## config.mk

```make
export PLATFORM = sky130hd
export DESIGN_NAME = utf8_text_validator_top
export DESIGN_NICKNAME = d
export VERILOG_FILES = /design/src/hdl/utf8v_pkg.sv /design/src/hdl/utf8v_decoder.sv /design/src/hdl/utf8_text_validator_top.sv
export SDC_FILE = /design/constraint.sdc
export NUM_CORES = 1
export LEC_CHECK = 0
export BUFFER_PORTS_ARGS = -buffer_cell sky130_fd_sc_hd__buf_2
export CELL_PAD_IN_SITES_DETAIL_PLACEMENT = 1
export CELL_PAD_IN_SITES_GLOBAL_PLACEMENT = 1
export CORE_AREA = 5 5 127 129
export CTS_CLUSTER_DIAMETER = 80
export CTS_CLUSTER_SIZE = 28
export DETAILED_ROUTE_END_ITERATION = 12
export DIE_AREA = 0 0 132 134
export PLACE_DENSITY_LB_ADDON = 0.1
export SLEW_MARGIN = 20
export SYNTH_ARGS = -nofsm -noshare
export SYNTH_HDL_FRONTEND = slang
export SYNTH_SLANG_ARGS = --single-unit
```

## constraint.sdc

```tcl
create_clock -name aclk -period 7.1 [get_ports aclk]
set_input_delay 0.355 -clock aclk [delete_from_list [all_inputs] [get_ports aclk]]
set_output_delay 0.355 -clock aclk [all_outputs]
set_load 0.01 [all_outputs]
```

## src/hdl/utf8v_pkg.sv

```systemverilog
package utf8v_pkg;

    // Width of the length limit register.
    localparam int LEN_W = 25;
    localparam logic [LEN_W-1:0] MAX_LENGTH_RESET = 25'd1048576;

    typedef enum logic [2:0] {
        ST_OK    = 3'd0,
        ST_EMPTY = 3'd1,
        ST_LONG  = 3'd2,
        ST_CTRL  = 3'd3,
        ST_LEAD  = 3'd4,
        ST_CONT  = 3'd5,
        ST_CP    = 3'd6,
        ST_TRUNC = 3'd7
    } status_t;

    localparam logic [7:0] LEAD2_LO = 8'hC2;
    localparam logic [7:0] LEAD2_HI = 8'hDF;
    localparam logic [7:0] LEAD3_LO = 8'hE0;
    localparam logic [7:0] LEAD3_HI = 8'hEF;
    localparam logic [7:0] LEAD4_LO = 8'hF0;
    localparam logic [7:0] LEAD4_HI = 8'hF4;
    localparam logic [7:0] CONT_MASK = 8'hC0;
    localparam logic [7:0] CONT_TAG  = 8'h80;
    localparam logic [7:0] BYTE_DEL  = 8'h7F;
    localparam logic [7:0] BYTE_SPACE = 8'h20;
    localparam logic [7:0] BYTE_TAB  = 8'h09;
    localparam logic [7:0] BYTE_LF   = 8'h0A;
    localparam logic [7:0] BYTE_CR   = 8'h0D;

    localparam logic [20:0] CP_MIN3      = 21'h000800;
    localparam logic [20:0] CP_MIN4      = 21'h010000;
    localparam logic [20:0] CP_SURR_LO   = 21'h00D800;
    localparam logic [20:0] CP_SURR_HI   = 21'h00DFFF;
    localparam logic [20:0] CP_MAX       = 21'h10FFFF;

    // Decoder state carried from byte to byte within one text.
    typedef struct packed {
        logic [1:0]  pend;
        logic [2:0]  seq_len;
        logic [20:0] cp;
        status_t     err;
    } text_state_t;

endpackage

```

## src/hdl/utf8v_decoder.sv

```systemverilog
module utf8v_decoder
    import utf8v_pkg::*;
(
    input  logic        has_byte,
    input  logic [7:0]  data_byte,
    input  text_state_t state_in,
    output text_state_t state_out
);

    logic        is_ctrl;
    logic [20:0] cp_shift;
    logic        cp_bad;

    assign is_ctrl = (data_byte == 8'h00) || (data_byte == BYTE_DEL) ||
                     ((data_byte < BYTE_SPACE) && (data_byte != BYTE_TAB) &&
                      (data_byte != BYTE_LF) && (data_byte != BYTE_CR));

    assign cp_shift = {state_in.cp[14:0], data_byte[5:0]};

    assign cp_bad = ((state_in.seq_len == 3'd3) && (cp_shift < CP_MIN3)) ||
                    ((state_in.seq_len == 3'd4) && (cp_shift < CP_MIN4)) ||
                    ((cp_shift >= CP_SURR_LO) && (cp_shift <= CP_SURR_HI)) ||
                    (cp_shift > CP_MAX);

    always_comb begin
        state_out = state_in;
        if (has_byte && (state_in.err == ST_OK)) begin
            if (state_in.pend == 2'd0) begin
                // Lead byte position.
                if (is_ctrl) begin
                    state_out.err = ST_CTRL;
                end else if (data_byte < CONT_TAG) begin
                    state_out = state_in;
                end else if ((data_byte >= LEAD2_LO) && (data_byte <= LEAD2_HI)) begin
                    state_out.seq_len = 3'd2;
                    state_out.pend    = 2'd1;
                    state_out.cp      = {16'd0, data_byte[4:0]};
                end else if ((data_byte >= LEAD3_LO) && (data_byte <= LEAD3_HI)) begin
                    state_out.seq_len = 3'd3;
                    state_out.pend    = 2'd2;
                    state_out.cp      = {17'd0, data_byte[3:0]};
                end else if ((data_byte >= LEAD4_LO) && (data_byte <= LEAD4_HI)) begin
                    state_out.seq_len = 3'd4;
                    state_out.pend    = 2'd3;
                    state_out.cp      = {18'd0, data_byte[2:0]};
                end else begin
                    state_out.err = ST_LEAD;
                end
            end else if ((data_byte & CONT_MASK) != CONT_TAG) begin
                state_out.err = ST_CONT;
            end else begin
                state_out.pend = state_in.pend - 2'd1;
                state_out.cp   = cp_shift;
                if (state_in.pend == 2'd1) begin
                    if (cp_bad) begin
                        state_out.err = ST_CP;
                    end
                    state_out.seq_len = 3'd0;
                    state_out.cp      = 21'd0;
                end
            end
        end
    end

endmodule

```

## src/hdl/utf8_text_validator_top.sv

```systemverilog
// UTF-8 text validator. A text arrives one byte per input transaction, with
// s_last marking its end; s_has_byte low lets an end marker carry no byte.
// Exactly one verdict transaction (m_text_ok, m_status) leaves for each input
// transaction with s_last high, and none for any other. The status reports an
// empty text first, then a text longer than the max_length register, then the
// first content error in stream order (control byte, bad lead, bad
// continuation, bad code point, truncated sequence). One byte is taken in
// every cycle unless the result register stalls; a byte is staged in the
// input register, and the closing byte's verdict is loaded into the result
// register, which drives m_valid, once that register is free or being
// drained. The sustained rate of one transaction per cycle is set by the
// combinational decode between the input and result registers; it drops
// only while the result register holds a verdict that m_ready has not yet
// taken. The user must write the limit through cfg_wr_en/cfg_wr_data only
// while no text is in flight; the block does not enforce it.
module utf8_text_validator_top
    import utf8v_pkg::*;
#(
    parameter int COUNT_WIDTH = 25
) (
    input  logic             aclk,
    input  logic             aresetn,

    input  logic             cfg_wr_en,
    input  logic [LEN_W-1:0] cfg_wr_data,

    input  logic             s_valid,
    output logic             s_ready,
    input  logic             s_has_byte,
    input  logic [7:0]       s_data_byte,
    input  logic             s_last,

    output logic             m_valid,
    input  logic             m_ready,
    output logic             m_text_ok,
    output logic [2:0]       m_status
);

    // Compare width that holds the limit plus one as well as the full count.
    localparam int CMP_W = ((COUNT_WIDTH > LEN_W) ? COUNT_WIDTH : LEN_W) + 1;

    logic [LEN_W-1:0] max_length_reg;

    // Input register.
    logic       in_valid_reg;
    logic       in_has_reg;
    logic [7:0] in_byte_reg;
    logic       in_last_reg;

    // Per-text state.
    text_state_t            state_reg;
    text_state_t            state_next;
    logic [COUNT_WIDTH-1:0] count_reg;
    logic [COUNT_WIDTH-1:0] count_next;

    // Result register.
    logic    out_valid_reg;
    status_t out_status_reg;
    status_t status_next;

    logic             advance;
    logic [CMP_W-1:0] count_ext;
    logic [CMP_W-1:0] count_next_ext;
    logic [CMP_W-1:0] max_ext;
    logic [CMP_W-1:0] full_ext;
    logic [CMP_W-1:0] ceiling;

    // The staged byte moves on whenever the result register is free or being
    // drained this cycle; the input register refills in the same cycle.
    assign advance = in_valid_reg && (!out_valid_reg || m_ready);
    assign s_ready = !in_valid_reg || advance;

    assign m_valid   = out_valid_reg;
    assign m_status  = out_status_reg;
    assign m_text_ok = (out_status_reg == ST_OK);

    always_ff @(posedge aclk) begin
        if (!aresetn) begin
            max_length_reg <= MAX_LENGTH_RESET;
        end else if (cfg_wr_en) begin
            max_length_reg <= cfg_wr_data;
        end
    end

    always_ff @(posedge aclk) begin
        if (!aresetn) begin
            in_valid_reg <= 1'b0;
        end else if (s_ready) begin
            in_valid_reg <= s_valid;
        end
    end

    always_ff @(posedge aclk) begin
        if (s_valid && s_ready) begin
            in_has_reg  <= s_has_byte;
            in_byte_reg <= s_data_byte;
            in_last_reg <= s_last;
        end
    end

    utf8v_decoder u_decoder (
        .has_byte  (in_has_reg),
        .data_byte (in_byte_reg),
        .state_in  (state_reg),
        .state_out (state_next)
    );

    // The byte count stops one past the limit, or at its own all-ones value
    // when the limit is that large.
    assign count_ext = {{(CMP_W-COUNT_WIDTH){1'b0}}, count_reg};
    assign max_ext   = {{(CMP_W-LEN_W){1'b0}}, max_length_reg};
    assign full_ext  = {{(CMP_W-COUNT_WIDTH){1'b0}}, {COUNT_WIDTH{1'b1}}};
    assign ceiling   = ((max_ext + 1'b1) > full_ext) ? full_ext : (max_ext + 1'b1);

    always_comb begin
        count_next = count_reg;
        if (in_has_reg && (count_ext < ceiling)) begin
            count_next = count_reg + 1'b1;
        end
    end

    assign count_next_ext = {{(CMP_W-COUNT_WIDTH){1'b0}}, count_next};

    // Verdict priority: empty, then too long, then the first content error,
    // then a sequence still open at the end.
    always_comb begin
        priority if (count_next == '0) begin
            status_next = ST_EMPTY;
        end else if (count_next_ext > max_ext) begin
            status_next = ST_LONG;
        end else if (state_next.err != ST_OK) begin
            status_next = state_next.err;
        end else if (state_next.pend != 2'd0) begin
            status_next = ST_TRUNC;
        end else begin
            status_next = ST_OK;
        end
    end

    // A verdict clears the text state for the next text.
    always_ff @(posedge aclk) begin
        if (!aresetn) begin
            state_reg <= '0;
            count_reg <= '0;
        end else if (advance) begin
            if (in_last_reg) begin
                state_reg <= '0;
                count_reg <= '0;
            end else begin
                state_reg <= state_next;
                count_reg <= count_next;
            end
        end
    end

    always_ff @(posedge aclk) begin
        if (!aresetn) begin
            out_valid_reg <= 1'b0;
        end else if (advance) begin
            out_valid_reg <= in_last_reg;
        end else if (m_ready) begin
            out_valid_reg <= 1'b0;
        end
    end

    always_ff @(posedge aclk) begin
        if (advance && in_last_reg) begin
            out_status_reg <= status_next;
        end
    end

endmodule

```

==> impl_metrics.yaml, run 1 <==
timing:
  fmax_mhz: 161
  relSlewSlack: 0.367
  period_needed_ns: 6.22
  post-route-period-util: 0.875
  fin_skew_ns: 0.0103
  slew_viol_final: 0
  final.setup.tns_ns: 0
  hold_viol: 0
  tightest_slew_ns: 0.947
  rsz0062_at_grt: "false"
  holdWs_ns: 0.172
  setup_viol: 0
power_and_ir_drop:
  cellLeakagePower_uw: 0.00288
  powerDensity_nw_per_um2: 161
  peakVddDrop_uv: 164
layout:
  fin_cells: 1044
  n_antenna_cell: 0
  drive_gt1_frac: 0.0970
  fillers: 1829
  fin_nets: 945
  syn2layout_area_growth_pct: 9.27
  design_area_um2: 7340
grt:
  grt_max_degree: 74
  busiest_layer: "met2"
  gr-usage-all-layers: 0.231
  grt_pass1_vias: 6492
  antenna_found_initial: 0
  grt_use_met1: 0.284
  grt_overflow: 0
  met2_usage: 0.409
  grtUsageMet3: 0.0281
  grt_pass1_wl_um: 33500
cts:
  cts_buffer_depth: 2
  htreeDepth: 3
  postCtsResizedCells: 0
  clk_pin_slew_ns: 0.07
  cts_made_buffers: 9
  clk_latency_ns: 0.36
  numClockSinks: 88
  hold_buffers: 0
  post_cts_buffers: 0
  cts_tree: "built"
  cts_root_buffer: "clkbuf_16"
critical_path:
  cpLargestDelayFamily: "simple AND/OR/NAND/NOR gates"
  crit_slowest_cell: "nand2_1"
  critPathMaxStageDelay_ns: 0.64
  cp_max_fo: 29
  worstPathArrival_ns: 6.30
  crit_path_end_kind: "flop"
  cp_num_buf_inv: 1
  startpoint_type: "flop"
  worst_ep_required_time_ns: 7.18
  crit_top_cell: "ha_1"
  crit_chain: "ha_1 > nand3_1 > nor3_1 > buf_4 > nor2b_1 > nand3_1 > xnor2_1 > nor2_1 > ha_1 > nand4_1 > nor2_1 > a22oi_1 > nand2_1 > nor3_1 > xor2_1 > ha_1 > a21oi_1 > nor2b_1 > o21ai_0 > o211ai_1 > o21ai_0 > a21oi_1 > o21a_1 > a2bb2oi_1"
  crit_type: "flop to flop"
logic_synthesis:
  synthFlopType: "dfxtp_1"
  synthTopCellsByCount: "nand2_1, dfxtp_1, nor2_1"
  netlist.area_leader.share: 0.223
  synth.most_common_cell: "nand2_1"
  synth_edf_count: 13
  yosys_warnings: 0
  async_flop_share: 0
  syn_area_per_cell_um2: 8.02
  synth_area_leaders: "dfxtp_1, ha_1, edfxtp_1"
  ys_types: 64
  ys_ff_latch: 88
  synth_area_leader_cell: "dfxtp_1"
  seq_area_frac_synth: 0.282
  synthCells: 838
  synth.cell_area_um2: 6720
  synth_nets: 932
drt:
  finalWirelength_um: 20400
  num_vias: 6308
  drtIter0Drc: 288
  post_drt_wl_per_cell_um: 19.5
  ant_nets: 0
  drt_pass1_iterations: 5
  via_per_inst: 6.04
  route.detailed.drc: 0
placement:
  dp_hpwl_um: 15600
  dp.cells: 1028
  io_buffers: 45
  placed_cell_area_um2: 7020
  gp_congestion: 0.892
run_status:
  status: "finished clean"
worst_hold_path:
  hp-class: "input pin to flop"
die:
  fp.dieW_um: 132
  io_pins: 46
  die_h_um: 134
  initial_core_util: 0.450
  num_rows: 45
  coreArea_um2: 14900
  die_area_um2: 17700
job:
  drv_cap: 0
path summary, 6_finish.rpt:
kind                     startpoint           end  slack, ns  cells after the start
setup / recovery  max_length_reg[0]   m_status[1]       0.88                     24
hold / removal           s_has_byte    in_has_reg       0.17                      1
setup reg to reg  max_length_reg[0]   m_status[1]       0.88                     24
hold reg to reg        state_reg[7]  state_reg[7]       0.46                      2
layout by cell type, fill, tap and decap left out, types with 13 or more instances in the layout:
cell / count
a21boi_0: 25
a21oi_1: 30
buf_2: 45
dfxtp_1: 75
edfxtp_1: 13
ha_1: 54
inv_1: 37
mux2i_1: 27
nand2_1: 81
nand3_1: 34
nand4_1: 32
nor2_1: 62
nor2b_1: 46
nor3_1: 21
nor4_1: 20
o21ai_0: 28
or4_1: 16
xnor2_1: 32
logic make-up (layout without fill, tap and decap cells):
| kind of cell | after synthesis | in the layout | synth area share |
|---|---|---|---|
| DFF | 88 | 88 | 0.282 |
| AOI/OAI and AO/OA | 184 | 184 | 0.189 |
| adders and majority gates | 54 | 54 | 0.101 |
| buffers and inverters | 85 | 103 | 0.0506 |
| and+or+nand+nor | 357 | 357 | 0.282 |
| xor gates and xnor gates | 43 | 43 | 0.0561 |
| muxes | 27 | 27 | 0.0402 |
worst reg2reg max path, stage by stage (launching register included):
cell       delay [ns]
dfxtp_1          0.47
ha_1             0.24
nand3_1          0.14
nor3_1           0.23
buf_4            0.19
nor2b_1          0.28
nand3_1          0.14
xnor2_1          0.22
nor2_1           0.09
ha_1             0.32
nand4_1          0.16
nor2_1           0.11
a22oi_1          0.37
nand2_1          0.64
nor3_1           0.64
xor2_1           0.23
ha_1             0.28
a21oi_1          0.16
nor2b_1          0.06
o21ai_0          0.14
o211ai_1         0.13
o21ai_0          0.17
a21oi_1          0.08
o21a_1           0.27
a2bb2oi_1        0.16
per-stage QoR:
stage,setup slack (ns),total power [uW],util
after global routing,0.311,1230,0.492
after floorplan,2.17,639,-
after global placement,1.06,681,0.470
after detailed placement,0.909,688,0.470
final,0.884,1180,0.492
after CTS,0.859,1200,0.491
cell type report:
| type | count | area (um2) | share of cell area |
|---|---|---|---|
| clock buffer | 11 | 275 | 0.0375 |
| inverter | 37 | 139 | 0.0189 |
| multi-input combinational | 665 | 4500 | 0.613 |
| tap | 188 | 235 | 0.0320 |
| sequential | 88 | 1890 | 0.258 |
| timing repair buffer | 50 | 263 | 0.0358 |
| clock inverter | 5 | 40.0 | 0.00545 |
where the power goes:
group / internal (uW) / switching (uW) / total, uW
Clock: 284 / 222 / 506
Sequential: 520 / 21.5 / 541
Combinational: 56.7 / 78.6 / 135
Total: 860 / 322 / 1180
layer usage:
metal,wire (um),part of all wire,vias to the layer above
met5,0,0,-
met4,617,0.030,0
met3,666,0.033,41
met2,10200,0.50,125
met1,8840,0.43,3061
li1,-,-,3081
Note: power is estimated with default switching activity, not from simulation.
==> run 2: changes to the inputs <==
- CORE_AREA: 5 5 127 129 -> 5 5 122 124
- DIE_AREA: 0 0 132 134 -> 0 0 127 129
- clock period: 7.1 -> 7.7 ns (I/O delays scaled with it)
==> impl_metrics.yaml, run 2 (synthesis gave the netlist of run 1 again) <==
run_status:
  status: "finished clean"
timing:
  fin_skew_ns: 0.0107
  tightest_slew_ns: 0.970
  fmax_mhz: 157
  setup_viol: 0
  hold_viol: 0
  rsz0062_at_grt: "false"
  fin_ws_ns: 1.31
  period_needed_ns: 6.39
  post-route-period-util: 0.829
  slew_viol_final: 0
  final.setup.tns_ns: 0
  relSlewSlack: 0.351
placement:
  io_buffers: 45
  place_ws_ns: 1.46
  dp_hpwl_um: 15900
  gp_congestion: 0.916
drt:
  drt_pass1_iterations: 4
  via_per_inst: 6.05
  ant_nets: 0
  num_vias: 6276
  route.detailed.drc: 0
  post_drt_wl_per_cell_um: 20.1
  drtIter0Drc: 342
  finalWirelength_um: 20800
critical_path:
  worstSetupStartpoint: "max_length_reg[0]"
  worstPathArrival_ns: 6.46
  crit_type: "flop to flop"
  startpoint_type: "flop"
  cp_max_fo: 22
  worst_ep_required_time_ns: 7.77
  crit_path_end_kind: "flop"
  r2r_start: "max_length_reg[0]"
worst_hold_path:
  hp-class: "input pin to flop"
  min_from: "s_has_byte"
power_and_ir_drop:
  p_int_uw: 793
  powerDensity_nw_per_um2: 149
  p_sw_uw: 303
  cellLeakagePower_uw: 0.00288
  netSwitchingFraction: 0.277
  p_clk_frac: 0.431
  comb_power_share: 0.114
  seqPwrFrac: 0.455
  peakVddDrop_uv: 105
cts:
  post_cts_buffers: 0
  clk_pin_slew_ns: 0.07
  clk_latency_ns: 0.36
  numClockSinks: 88
  htreeDepth: 3
  cts_buffer_depth: 2
  hold_buffers: 0
  postCtsResizedCells: 0
  cts_root_buffer: "clkbuf_16"
  cts_tree: "built"
  cts_made_buffers: 9
grt:
  gr-usage-all-layers: 0.262
  antenna_found_initial: 0
  grt_max_degree: 74
  grt_pass1_wl_um: 34400
  grt_overflow: 0
  grt_pass1_vias: 6616
die:
  coreArea_um2: 13700
  die_h_um: 129
  die_area_um2: 16400
  io_pins: 46
  fp.dieW_um: 127
  initial_core_util: 0.492
  num_rows: 43
layout:
  final_cell_mix: "nand2_1, dfxtp_1, nor2_1"
  fillers: 1688
  syn2layout_area_growth_pct: 9.26
  fin_nets: 946
  drive_gt1_frac: 0.0980
  n_antenna_cell: 0
  register_area_um2: 1890
  mostFrequentLayoutCell: "nand2_1"
  multiInputGateArea_um2: 4500
job:
  drv_cap: 0
-- run 2: per-stage QoR --
step           total power, uW  std cells   util  cell area (um2)  hold slack [ns]
2_1_floorplan              590        838      -             6720            0.435
3_3_place_gp               626       1021  0.513             7010            0.446
3_5_place_dp               633       1021  0.513             7010            0.457
4_1_cts                   1100       1037  0.536             7330            0.197
5_1_grt                   1140       1037  0.537             7340            0.204
6_report                  1100       1037  0.537             7340            0.203
-- run 2: layout make-up --
| class | count | area share |
|---|---|---|
| tap | 180 | 0.0307 |
| inverter | 37 | 0.0189 |
| clock buffer | 11 | 0.0375 |
| clock inverter | 5 | 0.00562 |
| timing repair buffer | 51 | 0.0368 |
| multi-input combinational | 665 | 0.613 |
| sequential | 88 | 0.258 |
-- run 2: power groups by stage --
stage	Combinational (uW)	Clock, uW	Sequential, uW
2_1_floorplan	89.3	0	500
3_3_place_gp	119	0	508
3_5_place_dp	124	0	509
4_1_cts	126	477	499
5_1_grt	141	499	502
6_report	125	473	499
-- run 2: metal layers --
metal	track usage	vias to the layer above	routed length, um
met3	0.0303	35	610
met4	0.103	0	639
met2	0.469	109	10400
met1	0.320	3049	9110
met5	0	-	0
li1	-	3083	-
-- run 2: path summary, 6_finish.rpt --
check | endpoint | slack [ns] | depth (start not counted)
setup reg to reg | m_status[1] | 1.31 | 26
hold / removal | in_has_reg | 0.20 | 1
setup / recovery | m_status[1] | 1.31 | 26
hold reg to reg | state_reg[15] | 0.46 | 2
-- run 2: worst max-delay path, stage by stage, from the launching register on --
cell	delay, ns
dfxtp_1	0.47
ha_1	0.24
nand3_1	0.14
nor3_1	0.24
buf_4	0.19
nor2b_1	0.30
nand3_1	0.14
xnor2_1	0.24
nor2_1	0.08
ha_1	0.32
nand4_1	0.13
nor4_1	0.37
nand2_1	0.15
o211ai_2	0.81
buf_4	0.37
nor2_1	0.15
nand2_1	0.14
nor2_1	0.06
xor2_1	0.14
ha_1	0.20
a21o_1	0.16
a21oi_1	0.17
o211ai_1	0.12
o21ai_0	0.18
a21oi_1	0.11
o21a_1	0.28
a2bb2oi_1	0.17
==> run 3: changes to the inputs <==
- CORE_AREA: 5 5 122 124 -> 5 5 133 135
- DIE_AREA: 0 0 127 129 -> 0 0 138 140
- clock period: 7.7 -> 5.6 ns (I/O delays scaled with it)
==> impl_metrics.yaml, run 3 (synthesis gave the netlist of run 1 again) <==
power_and_ir_drop:
  netSwitchingFraction: 0.279
  p_int_uw: 1050
  peakVddDrop_uv: 137
  seqPwrFrac: 0.467
  p_sw_uw: 409
  p_clk_frac: 0.405
  powerDensity_nw_per_um2: 190
  cellLeakagePower_uw: 0.00304
  comb_power_share: 0.127
cts:
  cts_made_buffers: 9
  cts_tree: "built"
  htreeDepth: 3
  cts_root_buffer: "clkbuf_16"
  cts_buffer_depth: 2
  clk_latency_ns: 0.35
  clk_pin_slew_ns: 0.07
  numClockSinks: 88
grt:
  grt_pass1_vias: 6758
  grt_overflow: 0
  grt_max_degree: 74
  antenna_found_initial: 0
  gr-usage-all-layers: 0.219
  grt_pass1_wl_um: 35100
timing:
  setup_viol: 0
  post-route-period-util: 0.964
  final.setup.tns_ns: 0
  slew_viol_final: 0
  hold_viol: 0
  tightest_slew_ns: 1.06
  period_needed_ns: 5.40
  fmax_mhz: 185
  relSlewSlack: 0.288
  fin_skew_ns: 0.00855
layout:
  final_cell_mix: "nand2_1, dfxtp_1, nor2_1"
  fin_nets: 975
  drive_gt1_frac: 0.152
  n_antenna_cell: 0
  design_area_um2: 7700
  syn2layout_area_growth_pct: 14.6
  mostFrequentLayoutCell: "nand2_1"
critical_path:
  crit_type: "flop to flop"
  cp_max_fo: 6
  startpoint_type: "flop"
  worstPathArrival_ns: 5.49
  r2r_slack_ns: 0.20
  reg2reg_depth: 24
  r2r_end: "m_status[1]"
  crit_path_end_kind: "flop"
  worst_ep_required_time_ns: 5.69
  r2r_start: "max_length_reg[1]"
drt:
  route.detailed.drc: 0
  drtIter0Drc: 248
  num_vias: 6383
  via_per_inst: 5.77
  post_drt_wl_per_cell_um: 19.4
  drt_pass1_iterations: 4
  finalWirelength_um: 21400
  ant_nets: 0
worst_hold_path:
  hold_path_depth: 1
  min_from: "s_data_byte[2]"
  holdPathEnd: "in_byte_reg[2]"
  hp-class: "input pin to flop"
placement:
  dp_hpwl_um: 16400
  placed_cell_area_um2: 7230
  gp_congestion: 0.872
  io_buffers: 45
job:
  drv_cap: 0
die:
  num_rows: 47
  die_h_um: 140
  fp.dieW_um: 138
  coreArea_um2: 16300
  die_area_um2: 19300
  io_pins: 46
  initial_core_util: 0.411
run_status:
  status: "finished clean"
-- run 3: changes by cell type in the layout (fill, tap and decap cells not counted), moves of 3 or more --
cell / delta
nor2_2: +3
dfxtp_2: +6
buf_4: +25
nor2_1: -3
dfxtp_1: -6
nor3_2: +4
nor3_1: -4
-- run 3: what timing repair did --
item                                    4_1_cts  5_1_grt
gates cloned                                  0        1
endpoints found under the setup margin        3        3
endpoints found under the hold margin         0        0
resized for setup                             3       28
hold buffers                                  0        0
setup buffers                                 0        7
pin swaps                                     1        7
-- run 3: layer usage --
layer,up-vias,share of wire,GRT usage
li1,3138,-,-
met1,3111,0.44,0.262
met2,97,0.50,0.397
met3,37,0.027,0.0303
met4,0,0.031,0.0868
met5,-,0,0
-- run 3: how the worst max path moves through the flow --
stage	end	cells past startpoint	slack, ns	from
2_1_floorplan	m_status[1]	22	0.67	max_length_reg[8]
3_3_place_gp	m_status[1]	24	0.02	max_length_reg[0]
3_5_place_dp	m_status[1]	24	-0.13	max_length_reg[0]
4_1_cts	m_status[1]	26	0.006	max_length_reg[0]
5_1_grt	m_status[1]	25	-0.02	max_length_reg[7]
6_report	m_status[1]	24	0.20	max_length_reg[1]
-- run 3: per-stage QoR --
stage,hold WS [ns],utilization,power (uW),setup WS [ns],cells
2_1_floorplan,0.379,-,811,0.666,838
3_3_place_gp,0.448,0.442,869,0.0185,1082
3_5_place_dp,0.459,0.442,878,-0.126,1082
4_1_cts,0.0910,0.461,1480,0.00587,1098
5_1_grt,0.0886,0.471,1530,-0.0234,1106
6_report,0.102,0.471,1460,0.204,1106
-- run 3: critical path, stage by stage, from the launching register on --
cell and delay [ns]:
dfxtp_1 0.34, buf_4 0.15, nand4_2 0.13, or3_4 0.40, or2_2 0.34, nor3_2 0.16
o21ai_0 0.11, ha_1 0.30, nand3_1 0.17, nor4_4 0.36, o211ai_1 0.14, buf_4 0.18
o211ai_4 0.13, buf_4 0.18, o21ai_1 0.11, nand2_1 0.15, ha_1 0.25, nor2b_1 0.14
o21a_1 0.16, o21a_1 0.16, o21a_1 0.17, o21ai_1 0.32, a21oi_1 0.13, o21a_1 0.26
a2bb2oi_1 0.16
-- run 3: layout make-up --
cell class / instances / area [um2]
fillers: 2024 / 8650
clock buffers: 11 / 243
flip-flops and latches: 88 / 1900
clock inverters: 5 / 37.5
repair buffers: 80 / 512
inverters: 37 / 139
well taps: 220 / 275
multi-input cells: 665 / 4590
-- run 3: power by group through the flow --
| stage | registers (uW) | clock network, uW | logic (uW) |
|---|---|---|---|
| 5_1_grt | 687 | 634 | 208 |
| 6_report | 684 | 593 | 186 |
| 4_1_cts | 682 | 610 | 184 |
| 3_3_place_gp | 696 | 0 | 173 |
| 3_5_place_dp | 697 | 0 | 181 |
| 2_1_floorplan | 688 | 0 | 123 |
